<file path="src/rtl/core/q15sr_pkg.sv">
package q15sr_pkg;

   // Field widths
   localparam int RADICAND_WIDTH = 32;
   localparam int ROOT_WIDTH     = 24;

   // Digit-serial root engine: one result bit per bit pair of the operand
   localparam int ENGINE_ROOT_WIDTH = RADICAND_WIDTH / 2;
   localparam int ENGINE_REM_WIDTH  = ENGINE_ROOT_WIDTH + 1;
   localparam int ENGINE_STEPS      = RADICAND_WIDTH / 2;
   localparam int STEP_COUNT_WIDTH  = $clog2(ENGINE_STEPS);

   // Prescale step count: at most eight divide-by-four steps
   localparam int SCALE_COUNT_WIDTH = 4;

   typedef logic signed [RADICAND_WIDTH-1:0] radicand_type;
   typedef logic [RADICAND_WIDTH-1:0]        operand_type;
   typedef logic [ROOT_WIDTH-1:0]            root_type;
   typedef logic [ENGINE_ROOT_WIDTH-1:0]     engine_root_type;
   typedef logic [SCALE_COUNT_WIDTH-1:0]     scale_count_type;

   // Sequencer states
   typedef enum logic [1:0] {
      ST_IDLE,
      ST_SCALE,
      ST_ROOT,
      ST_FINISH
   } state_type;

endpackage

</file>
<file path="src/rtl/core/q15sr_if.sv">
// Request channel: one radicand per transaction
interface q15sr_req_if;
   logic                   valid;
   logic                   ready;
   q15sr_pkg::radicand_type radicand;

   modport source (output valid, output radicand, input ready);
   modport sink   (input valid, input radicand, output ready);
endinterface

// Response channel: one root per transaction
interface q15sr_rsp_if;
   logic               valid;
   logic               ready;
   q15sr_pkg::root_type root;

   modport source (output valid, output root, input ready);
   modport sink   (input valid, input root, output ready);
endinterface

</file>
<file path="src/rtl/core/q15sr_prescale.sv">
// Iterative prescaler: divides by four with rounding, one step per cycle,
// until the value is no larger than the limit; counts the steps taken.
module q15sr_prescale #(
   parameter int FRACTION_BITS = 15
) (
   input  logic                       clock,
   input  logic                       reset,
   input  logic                       start,
   input  q15sr_pkg::operand_type     value,
   output logic                       done,
   output q15sr_pkg::operand_type     scaled,
   output q15sr_pkg::scale_count_type count
);

   localparam q15sr_pkg::operand_type Limit =
      q15sr_pkg::operand_type'(32'hFFFF_FFFF >> FRACTION_BITS);

   logic                       busy_ff, busy_in;
   q15sr_pkg::operand_type     scaled_ff, scaled_in;
   q15sr_pkg::scale_count_type count_ff, count_in;
   logic                       over;

   assign over = scaled_ff > Limit;

   // Load, step or finish
   always_comb begin
      busy_in   = busy_ff;
      scaled_in = scaled_ff;
      count_in  = count_ff;
      if (start) begin
         busy_in   = 1'b1;
         scaled_in = value;
         count_in  = '0;
      end else if (busy_ff) begin
         if (over) begin
            scaled_in = (scaled_ff + q15sr_pkg::operand_type'(2)) >> 2;
            count_in  = count_ff + q15sr_pkg::scale_count_type'(1);
         end else begin
            busy_in = 1'b0;
         end
      end
   end

   always_ff @(posedge clock) begin
      if (reset) begin
         busy_ff <= 1'b0;
      end else begin
         busy_ff <= busy_in;
      end
      scaled_ff <= scaled_in;
      count_ff  <= count_in;
   end

   assign done   = busy_ff & ~over;
   assign scaled = scaled_ff;
   assign count  = count_ff;

endmodule

</file>
<file path="src/rtl/core/q15sr_root.sv">
// Digit-serial restoring square root: the operand shifts out two bits per
// cycle, the root grows by one bit per cycle.
module q15sr_root (
   input  logic                        clock,
   input  logic                        reset,
   input  logic                        start,
   input  q15sr_pkg::operand_type      value,
   output logic                        done,
   output q15sr_pkg::engine_root_type  root
);

   localparam int RemWidth   = q15sr_pkg::ENGINE_REM_WIDTH;
   localparam int RootWidth  = q15sr_pkg::ENGINE_ROOT_WIDTH;
   localparam int CountWidth = q15sr_pkg::STEP_COUNT_WIDTH;

   logic                             busy_ff, busy_in;
   logic                             done_ff, done_in;
   logic [CountWidth-1:0]            count_ff, count_in;
   q15sr_pkg::operand_type           operand_ff, operand_in;
   logic [RemWidth-1:0]              rem_ff, rem_in;
   q15sr_pkg::engine_root_type       root_ff, root_in;
   logic [RemWidth+1:0]              rem_shift;
   logic [RemWidth+1:0]              trial;
   logic                             fits;

   // One bit pair: bring in two operand bits, try root*4+1
   assign rem_shift = {rem_ff, operand_ff[q15sr_pkg::RADICAND_WIDTH-1 -: 2]};
   assign trial     = (RemWidth + 2)'({root_ff, 2'b01});
   assign fits      = rem_shift >= trial;

   always_comb begin
      busy_in    = busy_ff;
      done_in    = 1'b0;
      count_in   = count_ff;
      operand_in = operand_ff;
      rem_in     = rem_ff;
      root_in    = root_ff;
      if (start) begin
         busy_in    = 1'b1;
         count_in   = '0;
         operand_in = value;
         rem_in     = '0;
         root_in    = '0;
      end else if (busy_ff) begin
         operand_in = operand_ff << 2;
         if (fits) begin
            rem_in  = RemWidth'(rem_shift - trial);
            root_in = {root_ff[RootWidth-2:0], 1'b1};
         end else begin
            rem_in  = RemWidth'(rem_shift);
            root_in = {root_ff[RootWidth-2:0], 1'b0};
         end
         count_in = count_ff + CountWidth'(1);
         if (count_ff == CountWidth'(q15sr_pkg::ENGINE_STEPS - 1)) begin
            busy_in = 1'b0;
            done_in = 1'b1;
         end
      end
   end

   always_ff @(posedge clock) begin
      if (reset) begin
         busy_ff <= 1'b0;
         done_ff <= 1'b0;
      end else begin
         busy_ff <= busy_in;
         done_ff <= done_in;
      end
      count_ff   <= count_in;
      operand_ff <= operand_in;
      rem_ff     <= rem_in;
      root_ff    <= root_in;
   end

   assign done = done_ff;
   assign root = root_ff;

endmodule

</file>
<file path="src/rtl/core/q15_square_root.sv">
// Channel   Port    Dir  Payload
// request   req_if  in   radicand : signed 32-bit fixed point
// response  rsp_if  out  root     : unsigned 24-bit fixed point
//
// One transaction at a time. A positive radicand goes from acceptance
// through k prescale steps, where k (0 to 8) is the number of prescale
// steps, then the bit-pair root engine, to a valid response. A zero or
// negative radicand skips both units and goes to the response register.
// Synchronous active-high reset returns the sequencer to idle and empties
// the response register. A new request is taken while a response waits;
// a finished root waits in the engine while the response stalls.
module q15_square_root #(
   parameter int FRACTION_BITS = 15
) (
   input  logic               clock,
   input  logic               reset,
   q15sr_req_if.sink          req_if,
   q15sr_rsp_if.source        rsp_if
);

   q15sr_pkg::state_type       state_ff, state_in;
   logic                       zero_ff, zero_in;
   logic                       rsp_valid_ff, rsp_valid_in;
   q15sr_pkg::root_type        rsp_root_ff, rsp_root_in;

   logic                       accept;
   logic                       nonpositive;
   logic                       scale_start;
   logic                       scale_done;
   q15sr_pkg::operand_type     scaled;
   q15sr_pkg::scale_count_type scale_count;
   logic                       root_start;
   logic                       root_done;
   q15sr_pkg::engine_root_type engine_root;
   q15sr_pkg::operand_type     root_operand;
   q15sr_pkg::root_type        final_root;
   logic                       out_free;
   logic                       out_load;

   assign accept      = req_if.valid & req_if.ready;
   assign nonpositive = req_if.radicand[q15sr_pkg::RADICAND_WIDTH-1] |
                        (req_if.radicand == '0);
   assign out_free    = ~rsp_valid_ff | rsp_if.ready;

   // Units
   q15sr_prescale #(
      .FRACTION_BITS (FRACTION_BITS)
   ) u_prescale (
      .clock  (clock),
      .reset  (reset),
      .start  (scale_start),
      .value  (q15sr_pkg::operand_type'(req_if.radicand)),
      .done   (scale_done),
      .scaled (scaled),
      .count  (scale_count)
   );

   assign root_operand = scaled << FRACTION_BITS;

   q15sr_root u_root (
      .clock (clock),
      .reset (reset),
      .start (root_start),
      .value (root_operand),
      .done  (root_done),
      .root  (engine_root)
   );

   // Undo the prescale: multiply by 2^k
   assign final_root = q15sr_pkg::root_type'(engine_root) << scale_count;

   // Next state
   always_comb begin
      state_in = state_ff;
      unique case (state_ff)
         q15sr_pkg::ST_IDLE: begin
            if (accept) begin
               state_in = nonpositive ? q15sr_pkg::ST_FINISH : q15sr_pkg::ST_SCALE;
            end
         end
         q15sr_pkg::ST_SCALE: begin
            if (scale_done) begin
               state_in = q15sr_pkg::ST_ROOT;
            end
         end
         q15sr_pkg::ST_ROOT: begin
            if (root_done) begin
               state_in = q15sr_pkg::ST_FINISH;
            end
         end
         q15sr_pkg::ST_FINISH: begin
            if (out_free) begin
               state_in = q15sr_pkg::ST_IDLE;
            end
         end
         default: state_in = q15sr_pkg::ST_IDLE;
      endcase
   end

   // Sequencer outputs
   always_comb begin
      req_if.ready = 1'b0;
      scale_start  = 1'b0;
      root_start   = 1'b0;
      out_load     = 1'b0;
      unique case (state_ff)
         q15sr_pkg::ST_IDLE: begin
            req_if.ready = 1'b1;
            scale_start  = req_if.valid & ~nonpositive;
         end
         q15sr_pkg::ST_SCALE: begin
            root_start = scale_done;
         end
         q15sr_pkg::ST_ROOT: begin
         end
         q15sr_pkg::ST_FINISH: begin
            out_load = out_free;
         end
         default: begin
         end
      endcase
   end

   // Zero flag and response register
   always_comb begin
      zero_in      = zero_ff;
      rsp_valid_in = rsp_valid_ff;
      rsp_root_in  = rsp_root_ff;
      if (accept) begin
         zero_in = nonpositive;
      end
      if (rsp_valid_ff & rsp_if.ready) begin
         rsp_valid_in = 1'b0;
      end
      if (out_load) begin
         rsp_valid_in = 1'b1;
         rsp_root_in  = zero_ff ? '0 : final_root;
      end
   end

   always_ff @(posedge clock) begin
      if (reset) begin
         state_ff     <= q15sr_pkg::ST_IDLE;
         rsp_valid_ff <= 1'b0;
      end else begin
         state_ff     <= state_in;
         rsp_valid_ff <= rsp_valid_in;
      end
      zero_ff     <= zero_in;
      rsp_root_ff <= rsp_root_in;
   end

   assign rsp_if.valid = rsp_valid_ff;
   assign rsp_if.root  = rsp_root_ff;

endmodule
</file>
<file path="src/flat_wrapper.sv">
// flat-port wrapper written by rule: the top's interface ports become plain ports
module q15_square_root_flat 
#(
   parameter int FRACTION_BITS = 15
)
  (clock, reset, req_if_valid, req_if_radicand, req_if_ready, rsp_if_valid, rsp_if_root, rsp_if_ready);
  q15sr_req_if req_if_i ();
  q15sr_rsp_if rsp_if_i ();
  input  logic clock;
  input  logic reset;
  input wire logic [$bits(req_if_i.valid)-1:0] req_if_valid;
  input wire logic [$bits(req_if_i.radicand)-1:0] req_if_radicand;
  output wire logic [$bits(req_if_i.ready)-1:0] req_if_ready;
  output wire logic [$bits(rsp_if_i.valid)-1:0] rsp_if_valid;
  output wire logic [$bits(rsp_if_i.root)-1:0] rsp_if_root;
  input wire logic [$bits(rsp_if_i.ready)-1:0] rsp_if_ready;
  assign req_if_i.valid = req_if_valid;
  assign req_if_i.radicand = req_if_radicand;
  assign req_if_ready = req_if_i.ready;
  assign rsp_if_valid = rsp_if_i.valid;
  assign rsp_if_root = rsp_if_i.root;
  assign rsp_if_i.ready = rsp_if_ready;
  q15_square_root #(.FRACTION_BITS(FRACTION_BITS)) u_core (.clock(clock), .reset(reset), .req_if(req_if_i), .rsp_if(rsp_if_i));
endmodule
</file>
<file path="config.mk">
export PLATFORM = sky130hd
export DESIGN_NAME = q15_square_root_flat
export DESIGN_NICKNAME = d
export VERILOG_FILES = /design/src/rtl/core/q15sr_pkg.sv /design/src/rtl/core/q15sr_if.sv /design/src/rtl/core/q15sr_prescale.sv /design/src/rtl/core/q15sr_root.sv /design/src/rtl/core/q15_square_root.sv /design/src/flat_wrapper.sv
export SDC_FILE = /design/constraint.sdc
export NUM_CORES = 1
export LEC_CHECK = 0
export BUFFER_PORTS_ARGS = -buffer_cell sky130_fd_sc_hd__buf_2
export CAP_MARGIN = 20
export CORE_UTILIZATION = 55
export CTS_CLUSTER_DIAMETER = 80
export DETAILED_ROUTE_END_ITERATION = 8
export PLACE_DENSITY_LB_ADDON = 0.1
export SETUP_SLACK_MARGIN = 0.02
export SLEW_MARGIN = 20
export SYNTH_ARGS = -nofsm -noshare
export SYNTH_HDL_FRONTEND = slang
export SYNTH_HIERARCHICAL = 1
export SYNTH_SLANG_ARGS = --single-unit
</file>
<file path="constraint.sdc">
create_clock -name clock -period 3.51 [get_ports clock]
set_clock_uncertainty 0.1 [all_clocks]
set_input_delay 1.053 -clock clock [delete_from_list [all_inputs] [get_ports clock]]
set_output_delay 1.053 -clock clock [all_outputs]
set_load 0.1 [all_outputs]
</file>
==> run summary <==
CP Cell Sequence: inv_1 -> ha_1 -> a21oi_1 -> o22ai_1 -> nor2_2 -> o31ai_4 -> a221o_1 -> buf_4 -> mux2i_1 -> a211oi_1
Max stage delay cell, worst path: dfxtp_1
Total CTS buffers: 17
Antenna Nets Post-Route: 0
Fin. max-slew vios: 0
Yosys Warn Count: 6
Post-CTS sizing: 0
Number of global-route vias before repair: 5867
Mapped Area: 8009 µm²
Root buf cell: clkbuf_16
Largest net degree at the start of global routing: 36
Worst-path fanout max: 10
Initial core utilization: 0.5703
Clk slew on worst S/H paths: 0.06 ns
DRC viols: 0
Final period utilization: 0.8474
Relative slew slack: 0.3355
Post-CTS setup buffer count: 0
Hold crit path type: reg2reg
Grt ovf: 0
VDD IR max: 297.5 µV
Final GP Congestion: 0.8638
IO Pins: 62
Detailed-route wire length: 17190 µm
Dpl cell area: 8482 µm²
Outcome: finished clean
Antenna cells: 0
Rows: 43
DIE WIDTH: 122.7 µm
Critical path's largest stage delay: 0.44 ns
Final min period: 2.974 ns
Least-Margin Pin Slew: 0.9954 ns
Asr flop ratio synth: 0
Synth cell types: 75
Routed length per instance: 16.63 µm
Die Span Y: 122.7 µm
Final hold vios: 0
Clk sinks: 136
Area Overhead vs Synth: 13.54%
Number of flops mapped to enable cells by yosys: 89
Global Route Usage Sum: 0.2453
First-pass GRT wire length: 28620 µm
Setup Viol. Count Final: 0
H-Tree Level Count: 4
Layout cells sized above 1: 0.1979
Setup CP Type: reg2reg
Iter 0 DRT Violations: 424
Pwr per Cell Area: 585.4 nW/µm²
# port buffers: 61
CP Buf/Inv Count: 2
TritonCTS clock tree: yes
CP top delay family: compound AO/OA/AOI/OAI gates
Via count: 6204
Bufs on Longest Clock Path: 2
RSZ-0062 raised after global routing: false
Sequential-to-total area share from yosys stat: 0.4512
Fillers: 1103
Crit path DAT: 3.20 ns
Final TNS setup: 0 ns
Final design area excluding fillers: 9094 µm²
Critical Path End Type: register
Fin nets: 903
Via-to-Cell Ratio: 6.000
Detailed Place HPWL: 12420 µm
Startpoint types: register
Synth Flop Type: edfxtp_1
Top achievable clock speed: 336.2 MHz
LEAKAGE: 3.278 nW
Post-synthesis sequential element count: 136
Post-CTS Hold Buffers: 0
Die ar.: 15050 µm²
Req. time, crit path: 3.74 ns
Clock Latency Late Sink: 0.42 ns
Core Region: 14040 µm²
Maxcap violations: 0
Syn Inst Count: 775
Mean Syn Cell Area: 10.33 µm²
Initial antenna violation count: 0
First-pass DRT Iterations: 6
==> worst paths after layout <==
check	from	depth (start not counted)	slack, ns	end
worst max-delay path	u_core/u_root/root[2]$_SDFFE_PP0P_	10	0.54	u_core/u_root/rem_ff[2]$_SDFFE_PP0P_
worst max register to register	u_core/u_root/root[2]$_SDFFE_PP0P_	10	0.54	u_core/u_root/rem_ff[2]$_SDFFE_PP0P_
worst min-delay path	u_core/u_root/rem_ff[15]$_SDFFE_PP0P_	2	0.37	u_core/u_root/rem_ff[15]$_SDFFE_PP0P_
worst min register to register	u_core/u_root/rem_ff[15]$_SDFFE_PP0P_	2	0.37	u_core/u_root/rem_ff[15]$_SDFFE_PP0P_
==> area by class of cell <==
type                       count  area [µm²]  area share
timing repair buffer          76       430.4     0.04733
sequential                   136        3615      0.3975
clock inverter                13       178.9     0.01968
inverter                      41       153.9     0.01692
multi-input combinational    569        4058      0.4462
clock buffer                  19       432.9     0.04761
tap                          180       225.2     0.02477
==> cells in the final DEF (no fill, tap or decap), types with 11 or more instances in the layout <==
master / count
or4_1: 12
ha_1: 26
xnor2_1: 19
nand3_1: 19
a211oi_1: 15
o22ai_1: 11
a31oi_1: 12
dfxtp_1: 46
inv_1: 40
conb_1: 15
nor3_1: 16
nand2_1: 57
buf_2: 61
nand4_1: 11
a21oi_1: 20
clkbuf_16: 17
buf_4: 14
mux2i_1: 50
nor4_1: 18
mux2_2: 37
o21ai_0: 25
edfxtp_1: 89
nor2_1: 72
==> worst register-to-register path: cells and delay by family (launching register included) <==
kind	cells	cell delay, ns
flops	1	0.44
simple gates	1	0.27
compound gates	5	1.22
buf+inv	2	0.33
fa+ha+maj	1	0.38
mux	1	0.14
==> kinds of logic (layout without fill, tap and decap cells) <==
| kind of cell | after synthesis | after routing | synth area share |
|---|---|---|---|
| flip-flops | 136 | 136 | 0.4512 |
| buffers and inverters | 84 | 149 | 0.04968 |
| XOR/XNOR | 29 | 29 | 0.03171 |
| other | 1 | 15 | 0.0004682 |
| AND/OR/NAND/NOR | 258 | 258 | 0.1639 |
| multiplexers | 93 | 93 | 0.1319 |
| AO/OA/AOI/OAI | 148 | 148 | 0.1306 |
| adder cells (fa/ha/maj) | 26 | 26 | 0.04062 |
==> stage by stage <==
step	hold WS, ns	setup WS [ns]	total power, mW	util	std cells
detailed placement	0.3539	0.2316	3.472	0.6040	1002
floorplan	0.3291	0.08012	3.199	-	789
finish	0.3722	0.5355	5.323	0.6476	1034
global placement	0.3439	0.2775	3.438	0.6040	1002
CTS	0.3682	0.5735	5.344	0.6476	1034
global route	0.4025	0.3399	5.560	0.6476	1034
==> cells in the mapped netlist, types with 7 or more instances <==
library cell,count,area (µm²)
a211oi_1,15,112.6
inv_1,40,150.1
ha_1,26,325.3
edfxtp_1,89,2673
clkbuf_1,21,78.83
o31ai_1,7,52.55
and2_1,7,43.79
a21oi_1,20,100.1
nor2b_1,7,43.79
nand3_1,19,95.09
a31oi_1,12,75.07
o21ai_0,25,125.1
nand4_1,11,68.82
nor4_1,18,112.6
mux2i_1,50,500.5
nor3_1,16,80.08
xnor2_1,19,166.4
xor2_1,10,87.58
nand2b_1,10,62.56
nand2_1,57,214.0
o22ai_1,11,68.82
or4_1,12,90.09
dfxtp_1,47,940.9
nor2_1,72,270.3
mux2_2,37,416.7
==> state kept, by name, indices dropped and copies added, names as in the netlist, 2 cells and up <==
register / count
u_core/u_root/count_ff: 4
u_core/rsp_if.root: 24
u_core/u_root/rem_ff: 17
u_core/u_root/root: 16
u_core/u_prescale/scaled: 32
u_core/u_root/operand_ff: 32
u_core/u_prescale/count: 4
u_core/state_ff: 2
==> power by group <==
part	switching [mW]	internal [mW]
Combinational	0.835	0.432
Sequential	0.238	1.95
Clock	0.683	1.18
Total	1.76	3.57
==> routing by layer <==
metal / wire length [µm] / global-route usage / share of wire / vias up
met5: 0 / 0 / 0 / -
met1: 7547 / 0.3083 / 0.44 / 2965
met3: 751 / 0.04461 / 0.044 / 22
met2: 8602 / 0.4189 / 0.50 / 169
li1: - / - / - / 3048
met4: 293 / 0.09146 / 0.017 / 0
Power figures use the tool's default switching activity.
